===== config.mk =====
export PLATFORM = sky130hd
export DESIGN_NAME = text_buffer_cursor_scroll
export DESIGN_NICKNAME = d
export VERILOG_FILES = /design/src/rtl/tbcs_pkg.sv /design/src/rtl/text_buffer_cursor_scroll.sv /design/src/rtl/tbcs_front.sv /design/src/rtl/tbcs_queue.sv /design/src/rtl/tbcs_back.sv
export SDC_FILE = /design/constraint.sdc
export NUM_CORES = 1
export LEC_CHECK = 0
export ABC_AREA = 1
export BUFFER_PORTS_ARGS = -buffer_cell sky130_fd_sc_hd__buf_2
export CAP_MARGIN = 30
export CORE_AREA = 4 4 256 258
export CTS_CLUSTER_SIZE = 20
export DETAILED_ROUTE_END_ITERATION = 6
export DIE_AREA = 0 0 260 262
export GPL_TIMING_DRIVEN = 0
export HOLD_SLACK_MARGIN = 0.1
export PLACE_DENSITY_LB_ADDON = 0.1
export SLEW_MARGIN = 5
export SYNTH_ARGS = -nofsm -noshare
export SYNTH_HDL_FRONTEND = slang
export SYNTH_SLANG_ARGS = --single-unit

===== constraint.sdc =====
create_clock -name clk_i -period 8.2 [get_ports clk_i]
set_input_delay 0.82 -clock clk_i [delete_from_list [all_inputs] [get_ports clk_i]]
set_output_delay 0.82 -clock clk_i [all_outputs]
set_load 0.02 [all_outputs]

===== src/rtl/tbcs_pkg.sv =====
// ----------------------------------------------------------------------------
// tbcs_pkg
// Shared types and constants of the text buffer with cursor and scroll.
// ----------------------------------------------------------------------------
`default_nettype none

package tbcs_pkg;

  localparam int ROWS_DEF = 4;
  localparam int COLS_DEF = 21;

  localparam int CMD_W  = 2;
  localparam int CHAR_W = 8;
  localparam int ROW_W  = 2;
  localparam int COL_W  = 5;
  localparam int POS_W  = 7;

  localparam logic [CMD_W-1:0] CMD_WRITE = 2'd0;
  localparam logic [CMD_W-1:0] CMD_CLEAR = 2'd1;
  localparam logic [CMD_W-1:0] CMD_READ  = 2'd2;

  localparam logic [CHAR_W-1:0] SPACE_CODE   = 8'd32;
  localparam logic [CHAR_W-1:0] NEWLINE_CODE = 8'd10;

  localparam int QDEPTH = 2;

  typedef enum logic [2:0] {
    OP_NOP,
    OP_PUT,
    OP_NEWLINE,
    OP_CLEAR,
    OP_READ
  } tbcs_op_e;

  typedef enum logic [2:0] {
    ST_IDLE,
    ST_PUT,
    ST_FILL,
    ST_READ,
    ST_RESP
  } tbcs_state_e;

  typedef struct packed {
    tbcs_op_e          op;
    logic [CHAR_W-1:0] char_code;
    logic [ROW_W-1:0]  row;
    logic [COL_W-1:0]  col;
  } tbcs_entry_t;

endpackage

`default_nettype wire


===== src/rtl/text_buffer_cursor_scroll.sv =====
// ----------------------------------------------------------------------------
// text_buffer_cursor_scroll
// Character-cell text buffer with linear cursor, newline and row scroll.
//
//   channel | direction | handshake                 | payload
//   --------+-----------+---------------------------+----------------------------
//   in      | request   | in_valid_i / in_stall_o   | command, char_code, row, col
//   out     | result    | out_valid_o / out_stall_i | cell_char, cursor_pos
//
// A request passes through the front register and the queue; the engine
// offers the result of a clear, a spare command, a blank-row read or a
// newline that writes nothing straight from its idle state, and of a put or
// a written-row read after an ST_PUT or ST_READ state. Writing a character
// to a row left blank by a scroll or clear first fills it with spaces, and a
// newline on a written row fills the rest of it, cell by cell through the
// single write port of the cell memory. The engine idles once its result leaves.
// Reset leaves every row marked blank, so the buffer reads as spaces at once.
// A stalled result holds the engine; the front end keeps taking requests until
// the queue fills.
// ----------------------------------------------------------------------------
`default_nettype none

module text_buffer_cursor_scroll import tbcs_pkg::*; #(
  parameter int ROWS = ROWS_DEF,
  parameter int COLS = COLS_DEF
) (
  input  wire logic              clk_i,
  input  wire logic              rst_ni,
  input  wire logic              in_valid_i,
  output logic                   in_stall_o,
  input  wire logic [CMD_W-1:0]  command_i,
  input  wire logic [CHAR_W-1:0] char_code_i,
  input  wire logic [ROW_W-1:0]  cell_row_i,
  input  wire logic [COL_W-1:0]  cell_col_i,
  output logic                   out_valid_o,
  input  wire logic              out_stall_i,
  output logic [CHAR_W-1:0]      cell_char_o,
  output logic [POS_W-1:0]       cursor_pos_o
);

  logic        push_valid;
  logic        q_full;
  tbcs_entry_t push_entry;
  logic        pop;
  logic        pop_valid;
  tbcs_entry_t pop_entry;

  tbcs_front #(
    .ROWS(ROWS),
    .COLS(COLS)
  ) u_front (
    .clk_i       (clk_i),
    .rst_ni      (rst_ni),
    .in_valid_i  (in_valid_i),
    .in_stall_o  (in_stall_o),
    .command_i   (command_i),
    .char_code_i (char_code_i),
    .cell_row_i  (cell_row_i),
    .cell_col_i  (cell_col_i),
    .push_valid_o(push_valid),
    .push_full_i (q_full),
    .push_entry_o(push_entry)
  );

  tbcs_queue u_queue (
    .clk_i       (clk_i),
    .rst_ni      (rst_ni),
    .push_i      (push_valid),
    .push_entry_i(push_entry),
    .full_o      (q_full),
    .pop_i       (pop),
    .pop_valid_o (pop_valid),
    .pop_entry_o (pop_entry)
  );

  tbcs_back #(
    .ROWS(ROWS),
    .COLS(COLS)
  ) u_back (
    .clk_i       (clk_i),
    .rst_ni      (rst_ni),
    .pop_valid_i (pop_valid),
    .pop_entry_i (pop_entry),
    .pop_o       (pop),
    .out_valid_o (out_valid_o),
    .out_stall_i (out_stall_i),
    .cell_char_o (cell_char_o),
    .cursor_pos_o(cursor_pos_o)
  );

endmodule

`default_nettype wire


===== src/rtl/tbcs_front.sv =====
// ----------------------------------------------------------------------------
// tbcs_front
// Accepts requests, decodes them into buffer operations and hands them on.
// ----------------------------------------------------------------------------
`default_nettype none

module tbcs_front import tbcs_pkg::*; #(
  parameter int ROWS = ROWS_DEF,
  parameter int COLS = COLS_DEF
) (
  input  wire logic              clk_i,
  input  wire logic              rst_ni,
  input  wire logic              in_valid_i,
  output logic                   in_stall_o,
  input  wire logic [CMD_W-1:0]  command_i,
  input  wire logic [CHAR_W-1:0] char_code_i,
  input  wire logic [ROW_W-1:0]  cell_row_i,
  input  wire logic [COL_W-1:0]  cell_col_i,
  output logic                   push_valid_o,
  input  wire logic              push_full_i,
  output tbcs_entry_t            push_entry_o
);

  logic        valid_q, valid_d;
  tbcs_entry_t entry_q, entry_d;
  logic        accept;
  logic        push;
  logic        rd_ok;
  tbcs_op_e    op;

  assign in_stall_o   = valid_q && push_full_i;
  assign accept       = in_valid_i && !in_stall_o;
  assign push         = valid_q && !push_full_i;
  assign push_valid_o = valid_q;
  assign push_entry_o = entry_q;

  always_comb begin
    rd_ok = (32'(cell_row_i) < ROWS) && (32'(cell_col_i) < COLS);
    case (command_i)
      CMD_WRITE: op = (char_code_i == NEWLINE_CODE) ? OP_NEWLINE : OP_PUT;
      CMD_CLEAR: op = OP_CLEAR;
      CMD_READ:  op = rd_ok ? OP_READ : OP_NOP;
      default:   op = OP_NOP;
    endcase
    entry_d.op        = op;
    entry_d.char_code = char_code_i;
    entry_d.row       = cell_row_i;
    entry_d.col       = cell_col_i;
    if (accept) begin
      valid_d = 1'b1;
    end else if (push) begin
      valid_d = 1'b0;
    end else begin
      valid_d = valid_q;
    end
  end

  always_ff @(posedge clk_i or negedge rst_ni) begin
    if (!rst_ni) begin
      valid_q <= 1'b0;
    end else begin
      valid_q <= valid_d;
    end
  end

  always_ff @(posedge clk_i) begin
    if (accept) begin
      entry_q <= entry_d;
    end
  end

endmodule

`default_nettype wire


===== src/rtl/tbcs_queue.sv =====
// ----------------------------------------------------------------------------
// tbcs_queue
// Short first-in first-out queue of decoded operations.
// ----------------------------------------------------------------------------
`default_nettype none

module tbcs_queue import tbcs_pkg::*; (
  input  wire logic  clk_i,
  input  wire logic  rst_ni,
  input  wire logic  push_i,
  input  tbcs_entry_t push_entry_i,
  output logic       full_o,
  input  wire logic  pop_i,
  output logic       pop_valid_o,
  output tbcs_entry_t pop_entry_o
);

  localparam int PW = (QDEPTH > 1) ? $clog2(QDEPTH) : 1;
  localparam int CNTW = $clog2(QDEPTH + 1);

  tbcs_entry_t       entries_q [QDEPTH];
  logic [PW-1:0]     wr_ptr_q, wr_ptr_d;
  logic [PW-1:0]     rd_ptr_q, rd_ptr_d;
  logic [CNTW-1:0]   count_q, count_d;
  logic              do_push, do_pop;

  assign full_o      = (count_q == CNTW'(QDEPTH));
  assign pop_valid_o = (count_q != '0);
  assign pop_entry_o = entries_q[rd_ptr_q];
  assign do_push     = push_i && !full_o;
  assign do_pop      = pop_i && pop_valid_o;

  always_comb begin
    wr_ptr_d = wr_ptr_q;
    rd_ptr_d = rd_ptr_q;
    count_d  = count_q;
    if (do_push) begin
      wr_ptr_d = (wr_ptr_q == PW'(QDEPTH - 1)) ? '0 : wr_ptr_q + 1'b1;
    end
    if (do_pop) begin
      rd_ptr_d = (rd_ptr_q == PW'(QDEPTH - 1)) ? '0 : rd_ptr_q + 1'b1;
    end
    if (do_push && !do_pop) begin
      count_d = count_q + 1'b1;
    end else if (do_pop && !do_push) begin
      count_d = count_q - 1'b1;
    end
  end

  always_ff @(posedge clk_i or negedge rst_ni) begin
    if (!rst_ni) begin
      wr_ptr_q <= '0;
      rd_ptr_q <= '0;
      count_q  <= '0;
    end else begin
      wr_ptr_q <= wr_ptr_d;
      rd_ptr_q <= rd_ptr_d;
      count_q  <= count_d;
    end
  end

  always_ff @(posedge clk_i) begin
    if (do_push) begin
      entries_q[wr_ptr_q] <= push_entry_i;
    end
  end

endmodule

`default_nettype wire


===== src/rtl/tbcs_back.sv =====
// ----------------------------------------------------------------------------
// tbcs_back
// Executes buffer operations: cell memory, circular row window, cursor.
// ----------------------------------------------------------------------------
`default_nettype none

module tbcs_back import tbcs_pkg::*; #(
  parameter int ROWS = ROWS_DEF,
  parameter int COLS = COLS_DEF
) (
  input  wire logic              clk_i,
  input  wire logic              rst_ni,
  input  wire logic              pop_valid_i,
  input  tbcs_entry_t            pop_entry_i,
  output logic                   pop_o,
  output logic                   out_valid_o,
  input  wire logic              out_stall_i,
  output logic [CHAR_W-1:0]      cell_char_o,
  output logic [POS_W-1:0]       cursor_pos_o
);

  localparam int CELLS = ROWS * COLS;
  localparam int RW    = $clog2(ROWS);
  localparam int SW    = RW + 1;
  localparam int RCW   = $clog2(ROWS + 1);
  localparam int CW    = $clog2(COLS);
  localparam int LW    = $clog2(CELLS + 1);
  localparam int AW    = $clog2(CELLS);

  function automatic logic [RW-1:0] phys_row(input logic [RW-1:0] top,
                                             input logic [RW-1:0] r);
    logic [SW-1:0] s;
    s = {1'b0, top} + {1'b0, r};
    if (s >= SW'(ROWS)) begin
      s = s - SW'(ROWS);
    end
    return s[RW-1:0];
  endfunction

  function automatic logic [AW-1:0] cell_addr(input logic [RW-1:0] prow,
                                              input logic [CW-1:0] col);
    return AW'(prow) * AW'(COLS) + AW'(col);
  endfunction

  tbcs_state_e       state_q, state_d;
  tbcs_entry_t       ent_q, ent_d;
  logic [RW-1:0]     top_q, top_d;
  logic [RCW-1:0]    row_q, row_d;
  logic [CW-1:0]     col_q, col_d;
  logic [LW-1:0]     lin_q, lin_d;
  logic [ROWS-1:0]   valid_q, valid_d;
  logic [CW-1:0]     fcol_q, fcol_d;
  logic              then_put_q, then_put_d;
  logic [CHAR_W-1:0] cell_q, cell_d;
  logic [CHAR_W-1:0] rdata_q;
  logic [CHAR_W-1:0] mem [CELLS];

  logic              mem_we, mem_re;
  logic [AW-1:0]     mem_waddr, mem_raddr;
  logic [CHAR_W-1:0] mem_wdata;
  logic [RW-1:0]     cprow, rprow, top_inc;
  logic              past_end;

  assign cprow    = phys_row(top_q, RW'(row_q));
  assign rprow    = phys_row(top_q, RW'(pop_entry_i.row));
  assign top_inc  = (top_q == RW'(ROWS - 1)) ? '0 : top_q + 1'b1;
  assign past_end = (row_q == RCW'(ROWS));

  assign out_valid_o  = (state_q == ST_RESP);
  assign cell_char_o  = cell_q;
  assign cursor_pos_o = POS_W'(lin_q);

  always_comb begin
    state_d    = state_q;
    ent_d      = ent_q;
    top_d      = top_q;
    row_d      = row_q;
    col_d      = col_q;
    lin_d      = lin_q;
    valid_d    = valid_q;
    fcol_d     = fcol_q;
    then_put_d = then_put_q;
    cell_d     = cell_q;
    pop_o      = 1'b0;
    mem_we     = 1'b0;
    mem_waddr  = cell_addr(cprow, fcol_q);
    mem_wdata  = SPACE_CODE;
    mem_re     = 1'b0;
    mem_raddr  = cell_addr(rprow, CW'(pop_entry_i.col));
    case (state_q)
      ST_IDLE: begin
        if (pop_valid_i) begin
          pop_o  = 1'b1;
          ent_d  = pop_entry_i;
          cell_d = '0;
          case (pop_entry_i.op)
            OP_CLEAR: begin
              valid_d = '0;
              top_d   = '0;
              row_d   = '0;
              col_d   = '0;
              lin_d   = '0;
              state_d = ST_RESP;
            end
            OP_READ: begin
              if (valid_q[rprow]) begin
                mem_re  = 1'b1;
                state_d = ST_READ;
              end else begin
                cell_d  = SPACE_CODE;
                state_d = ST_RESP;
              end
            end
            OP_PUT: begin
              if (past_end) begin
                top_d          = top_inc;
                valid_d[top_q] = 1'b0;
                row_d          = RCW'(ROWS - 1);
                col_d          = '0;
                lin_d          = LW'(CELLS - COLS);
              end
              state_d = ST_PUT;
            end
            OP_NEWLINE: begin
              if (past_end) begin
                top_d          = top_inc;
                valid_d[top_q] = 1'b0;
                state_d        = ST_RESP;
              end else if (!valid_q[cprow]) begin
                row_d   = row_q + 1'b1;
                col_d   = '0;
                lin_d   = lin_q + LW'(COLS) - LW'(col_q);
                state_d = ST_RESP;
              end else begin
                fcol_d     = col_q;
                then_put_d = 1'b0;
                state_d    = ST_FILL;
              end
            end
            default: begin
              state_d = ST_RESP;
            end
          endcase
        end
      end
      ST_PUT: begin
        if (!valid_q[cprow]) begin
          fcol_d     = '0;
          then_put_d = 1'b1;
          state_d    = ST_FILL;
        end else begin
          mem_we    = 1'b1;
          mem_waddr = cell_addr(cprow, col_q);
          mem_wdata = ent_q.char_code;
          if (col_q == CW'(COLS - 1)) begin
            col_d = '0;
            row_d = row_q + 1'b1;
          end else begin
            col_d = col_q + 1'b1;
          end
          lin_d   = lin_q + 1'b1;
          state_d = ST_RESP;
        end
      end
      ST_FILL: begin
        mem_we = 1'b1;
        if (fcol_q == CW'(COLS - 1)) begin
          if (then_put_q) begin
            valid_d[cprow] = 1'b1;
            state_d        = ST_PUT;
          end else begin
            row_d   = row_q + 1'b1;
            col_d   = '0;
            lin_d   = lin_q + LW'(COLS) - LW'(col_q);
            state_d = ST_RESP;
          end
        end else begin
          fcol_d = fcol_q + 1'b1;
        end
      end
      ST_READ: begin
        cell_d  = rdata_q;
        state_d = ST_RESP;
      end
      ST_RESP: begin
        if (!out_stall_i) begin
          state_d = ST_IDLE;
        end
      end
      default: begin
        state_d = ST_IDLE;
      end
    endcase
  end

  always_ff @(posedge clk_i or negedge rst_ni) begin
    if (!rst_ni) begin
      state_q    <= ST_IDLE;
      top_q      <= '0;
      row_q      <= '0;
      col_q      <= '0;
      lin_q      <= '0;
      valid_q    <= '0;
      fcol_q     <= '0;
      then_put_q <= 1'b0;
    end else begin
      state_q    <= state_d;
      top_q      <= top_d;
      row_q      <= row_d;
      col_q      <= col_d;
      lin_q      <= lin_d;
      valid_q    <= valid_d;
      fcol_q     <= fcol_d;
      then_put_q <= then_put_d;
    end
  end

  always_ff @(posedge clk_i) begin
    ent_q  <= ent_d;
    cell_q <= cell_d;
  end

  always_ff @(posedge clk_i) begin
    if (mem_we) begin
      mem[mem_waddr] <= mem_wdata;
    end
    if (mem_re) begin
      rdata_q <= mem[mem_raddr];
    end
  end

  a_lin_matches_rowcol: assert property (@(posedge clk_i) disable iff (!rst_ni)
    lin_q == LW'(row_q) * LW'(COLS) + LW'(col_q))
    else $error("linear cursor out of step with row and column");

  a_past_end_col_zero: assert property (@(posedge clk_i) disable iff (!rst_ni)
    (row_q == RCW'(ROWS)) |-> (col_q == '0))
    else $error("cursor past end with nonzero column");

  a_fill_before_put: assert property (@(posedge clk_i) disable iff (!rst_ni)
    (state_q == ST_FILL && then_put_q) |-> !valid_q[cprow])
    else $error("row fill started on a row already valid");

  a_read_follows_idle: assert property (@(posedge clk_i) disable iff (!rst_ni)
    (state_q == ST_READ) |-> ($past(state_q) == ST_IDLE))
    else $error("read data stage entered without a read issue");

endmodule

`default_nettype wire


==> reports/metrics.yaml, run 1 <==
status: "finished clean"
cts.htree.levels: 3
rr_startpoint: "u_queue.rd_ptr_q$_DFFE_PN0P_"
cts_tree: "built"
die_h_um: 262
drt-initial-drc-count: 2869
synth.mux.area_fraction: 0.00458
ys_ff_latch: 785
yosys.area.top_type: "edfxtp_1"
synth_area_um2: 34400
critPathKind: "flop to flop"
cts_buffers: 80
syn_inst: 3228
setup-violations-final: 0
ff2ff_path_depth: 20
grt_pass1_vias: 24287
hold_viol: 0
required_ns: 8.60
cap_violations: 0
finalCriticalPeriod_ns: 5.96
overflow: 0
synth_edf_count: 750
clk_pin_slew_ns: 0.06
hold_ws_ns: 0.159
cts_root_buffer: "clkbuf_16"
track_usage: 0.295
synth_top_area_share: 0.654
synth_xor_area_frac: 0.00382
synth.area.top_cells: "edfxtp_1 65%, nand2_1 9.7%, nand3_1 5.8%, nor2_1 3.6%, inv_1 3.1%"
synthAdderAreaFrac: 0.0190
final_nets: 3440
antenna_found_initial: 2
design_area_um2: 38800
synth_compound_area_frac: 0.0426
cts_hold_buf: 0
cp.arrival_ns: 6.36
gp_congestion: 1.02
fmaxAchievable_mhz: 168
coreArea_um2: 63000
synthSimpleGateAreaFrac: 0.200
worst-r2r-setup-slack_ns: 2.24
fin_setup_tns_ns: 0
vias_per_cell: 5.80
die_x_um: 260
cts_resized: 0
fin_crit_sh: 0.727
clkSinkCount: 785
drive_above_1_share: 0.0749
async_reset_ff_frac: 0.0446
clockBufferDepth: 3
dpl.hpwl_um: 69200
vias: 24826
wl_per_cell_um: 23.6
synth_ff_type: "edfxtp_1"
antenna_left: 0
drt_first_pass_iters: 6
yosys_warnings: 0
post_cts_buffers: 0
tightest_slew_ns: 1.03
slew_headroom: 0.312
synth.distinct_cells: 44
start_util: 0.547
row_count: 92
fin_skew_ns: 0.0279
rsz0062_at_grt: "no"
crit_path_max_fanout: 10
syn2layout_area_growth_pct: 12.7
synth_most_common_cell: "nand2_1"
syn-num-nets: 3299
grt_max_degree: 65
routed_wl_um: 101000
synthTopCellsByCount: "885 x nand2_1, 750 x edfxtp_1, 397 x nand3_1, 326 x nor2_1, 284 x inv_1"
rr_endpoint: "u_back.rdata_q[3]$_DFFE_PP_"
clkLatencyLatePin_ns: 0.64
post_dp_cell_area_um2: 36100
drv_slew: 0
port_buffers: 37
endpoint_kind: "flop"
worst_setup_path_start_kind: "flop"
drc: 0
avgSynthCellArea_um2: 10.7
synth_top_family_by_area: "simple AND/OR/NAND/NOR gates"
die_area_um2: 68100
ys_seq_area_frac: 0.680
grt_pass1_wl_um: 148000
io_pins: 38
hp-class: "input pin to asynchronous set/reset pin"
crit_start: "u_queue.rd_ptr_q$_DFFE_PN0P_"
==> sequential cells by signal, summed over array words and instances (netlist names) <==
name	count
u_back.mem	672
u_queue.entries_q	36
u_front.push_entry_o	18
u_back.cell_char_o	8
u_back.ent_q	8
u_back.rdata_q	8
u_back.cursor_pos_o	7
u_back.col_q	5
u_back.fcol_q	5
u_back.valid_q	4
u_back.row_q	3
u_back.state_q	3
u_back.top_q	2
u_queue.count_q	2
u_back.then_put_q	1
u_front.push_valid_o	1
u_queue.rd_ptr_q	1
u_queue.wr_ptr_q	1
==> worst max path at each step <==
stage | endpoint | slack, ns
after floorplan | u_back.mem[0][0]$_DFFE_PP_ | 3.95
after global placement | u_back.mem[28][2]$_DFFE_PP_ | 0.04
after detailed placement | u_back.rdata_q[4]$_DFFE_PP_ | 2.34
after CTS | u_back.rdata_q[3]$_DFFE_PP_ | 2.32
after global routing | u_back.rdata_q[3]$_DFFE_PP_ | 2.03
final | u_back.rdata_q[3]$_DFFE_PP_ | 2.24
==> metrics by stage <==
step	util	instances	setup slack (ns)
6_report	0.616	4280	2.24
5_1_grt	0.616	4279	2.03
4_1_cts	0.615	4274	2.32
3_5_place_dp	0.574	4128	2.34
3_3_place_gp	0.566	4111	0.0424
2_1_floorplan	-	3228	3.95
==> critical path: stages (launching register included) <==
cell	delay, ns
dfrtp_1	0.44
buf_2	0.26
buf_1	0.50
mux2_2	0.41
ha_1	0.22
xor2_1	0.15
nand2_1	0.09
nand2_1	0.15
ha_1	0.32
ha_1	0.16
inv_1	0.07
fa_1	0.54
clkbuf_1	0.60
buf_1	0.73
nand3_1	0.30
nand3_1	0.20
nand3_1	0.13
nand3_1	0.11
nand2_1	0.18
nand2_1	0.10
nand2_1	0.05
==> metal layers <==
metal,up-vias,track usage,share of wire,wire length (um)
li1,11230,-,-,-
met1,11997,0.398,0.39,39700
met2,1320,0.469,0.46,46700
met3,279,0.0619,0.10,10100
met4,0,0.131,0.045,4550
met5,-,0,0,0
==> layout make-up <==
type                            count  area (um2)
Timing Repair Buffer               59         634
Clock inverter                     51         552
Inverter                          292        1100
Antenna cell                        1        2.50
Sequential cell                   785       23400
Clock buffer                       95        2080
Buffer                            154         622
Tap cell                          846        1060
Fill cell                        5091       24200
Multi-Input combinational cell   1997        9370
==> cells by family after synthesis <==
family	Yosys count
AOI/OAI and AO/OA	262
adders and majority gates	50
muxes	14
and+or+nand+nor	1656
xor gates and xnor gates	15
buffers and inverters	446
DFF	785
==> cell usage in the layout, fill, tap and decap left out, drive strengths merged, types with 5 or more instances in the layout <==
master,n
edfxtp,750
xnor2,8
bufinv,10
o21ai,179
nor2,330
mux2,14
nand2,894
nand4,7
clkinv,33
inv,296
o211ai,29
nand3,406
buf,120
dfrtp,35
nand3b,6
nor3,5
xor2,7
a21oi,27
ha,46
clkbuf,188
o221ai,14
Power of run 1 is not shown: default switching activity piles up to over one toggle a cycle in this logic, so the estimate is an artifact.
==> inputs of run 2 (changes only) <==
Clock period 8.2 ns to 6 ns, I/O delays scaled along.
==> reports/metrics.yaml, run 2 (synthesis gave the netlist of run 1 again) <==
vias: 24783
required_ns: 6.40
drv_slew: 0
largest_reg_flops: 672
cts_buffers: 80
min_to: "u_front.push_entry_o[5]$_DFFE_PP_"
cp.arrival_ns: 6.21
port_buffers: 37
rr_endpoint: "u_back.rdata_q[2]$_DFFE_PP_"
die_area_um2: 68100
hold_path.startpoint: "cell_row_i[0]"
max_stage_delay_ns: 0.80
grt_max_degree: 65
antenna_left: 0
coreArea_um2: 63000
wl_per_cell_um: 23.6
worst-r2r-setup-slack_ns: 0.19
post_cts_buffers: 0
overflow: 0
final_common_cell: "nand2_1"
drt-initial-drc-count: 2871
clk_pin_slew_ns: 0.06
antenna_found_initial: 2
diodes: 0
endpoint_kind: "flop"
worst_setup_path_start_kind: "flop"
tightest_slew_ns: 1.02
path_common_cell: "nand2_1"
fin_setup_tns_ns: 0
drive_above_1_share: 0.0766
crit_path_max_fanout: 10
layout_common_cells: "885 x nand2_1, 750 x edfxtp_1, 397 x nand3_1"
finalCriticalPeriod_ns: 5.81
final_nets: 3440
grt_pass1_vias: 24287
regMostFlops: "u_back.mem"
start_util: 0.547
drc: 1
setup-violations-final: 0
design_area_um2: 38800
critPathKind: "flop to flop"
row_count: 92
status: "finished, violations left"
rsz0062_at_grt: "no"
slew_headroom: 0.318
setup_ws_ns: 0.191
rr_startpoint: "u_queue.rd_ptr_q$_DFFE_PN0P_"
path_cells: "buf_2 > buf_1 > mux2_2 > ha_1 > xor2_1 > nand2_1 > nand2_1 > ha_1 > ha_1 > inv_1 > fa_1 > xnor2_1 > inv_1 > clkbuf_1 > nand3_1 > nand3_1 > nand3_1 > nand2_1 > nand2_1 > nand2_1"
die_x_um: 260
fmaxAchievable_mhz: 172
routed_wl_um: 101000
hold_path_depth: 1
cap_violations: 0
failed_checks: "DRC"
cts_root_buffer: "clkbuf_16"
drt_first_pass_iters: 7
fillers: 5093
post-place-ws_ns: 0.145
clockBufferDepth: 3
slowest_stage: "xnor2_1"
ff2ff_path_depth: 20
cts.htree.levels: 3
gp_congestion: 1.02
cts_tree: "built"
post_dp_cell_area_um2: 36100
hp-class: "input pin to flop"
dpl.hpwl_um: 69200
clkSinkCount: 785
clkLatencyLatePin_ns: 0.64
grt_pass1_wl_um: 148000
fin_skew_ns: 0.0260
io_pins: 38
track_usage: 0.295
die_h_um: 262
fin_crit_sh: 0.968
hold_viol: 0
vias_per_cell: 5.79
syn2layout_area_growth_pct: 12.8
-- run 2: cell types whose count changed in the layout (fill, tap and decap cells not counted), sizes merged --
cell         before  now
clkbuf          188  191
dlygate4sd3       0    1
buf             120  116
diode             1    0
-- run 2: routing by layer --
layer,share of wire,global-route usage,up-vias
met5,0,0,-
met4,0.045,0.131,0
met3,0.10,0.0619,276
met2,0.46,0.469,1363
met1,0.39,0.398,11922
li1,-,-,11222
-- run 2: repair_timing --
action / in CTS / in global routing
hold buffers: 0 / 1
resized for setup: 0 / 8
endpoints found under the setup margin: 0 / 8
endpoints found under the hold margin: 0 / 35
-- run 2: area by class of cell --
class	instances	area [um2]	share of cell area
inverter	292	1100	0.0282
clock buffer	95	2080	0.0536
sequential	785	23400	0.603
clock inverter	51	552	0.0142
buffer	153	626	0.0161
timing repair buffer	60	644	0.0166
multi-input combinational	1997	9370	0.241
tap	846	1060	0.0273
-- run 2: through the flow --
stage	util	hold WS, ns	cells
after floorplan	-	0.304	3228
after global placement	0.566	0.426	4111
after detailed placement	0.574	0.436	4128
after CTS	0.615	0.104	4274
after global routing	0.617	0.146	4279
final	0.617	0.153	4279
-- run 2: worst max path at each step --
stage | slack [ns] | to | start | cells past startpoint
after floorplan | 1.75 | u_back.mem[0][0]$_DFFE_PP_ | u_back.top_q[0]$_DFFE_PN0P_ | 9
after global placement | -2.16 | u_back.mem[28][2]$_DFFE_PP_ | u_back.row_q[0]$_DFFE_PN0P_ | 9
after detailed placement | 0.14 | u_back.rdata_q[4]$_DFFE_PP_ | u_queue.rd_ptr_q$_DFFE_PN0P_ | 20
after CTS | 0.12 | u_back.rdata_q[3]$_DFFE_PP_ | u_queue.rd_ptr_q$_DFFE_PN0P_ | 20
after global routing | 0.02 | u_back.rdata_q[2]$_DFFE_PP_ | u_queue.rd_ptr_q$_DFFE_PN0P_ | 20
final | 0.19 | u_back.rdata_q[2]$_DFFE_PP_ | u_queue.rd_ptr_q$_DFFE_PN0P_ | 20
-- run 2: worst max-delay path, delay by kind of cell, from the launching register on --
family	cells	cell delay, ns
DFF	1	0.44
buffers and inverters	5	1.47
adders and majority gates	4	1.17
and+or+nand+nor	8	1.13
muxes	1	0.41
xor gates and xnor gates	2	0.95
Power of run 2 is left out for the same reason.
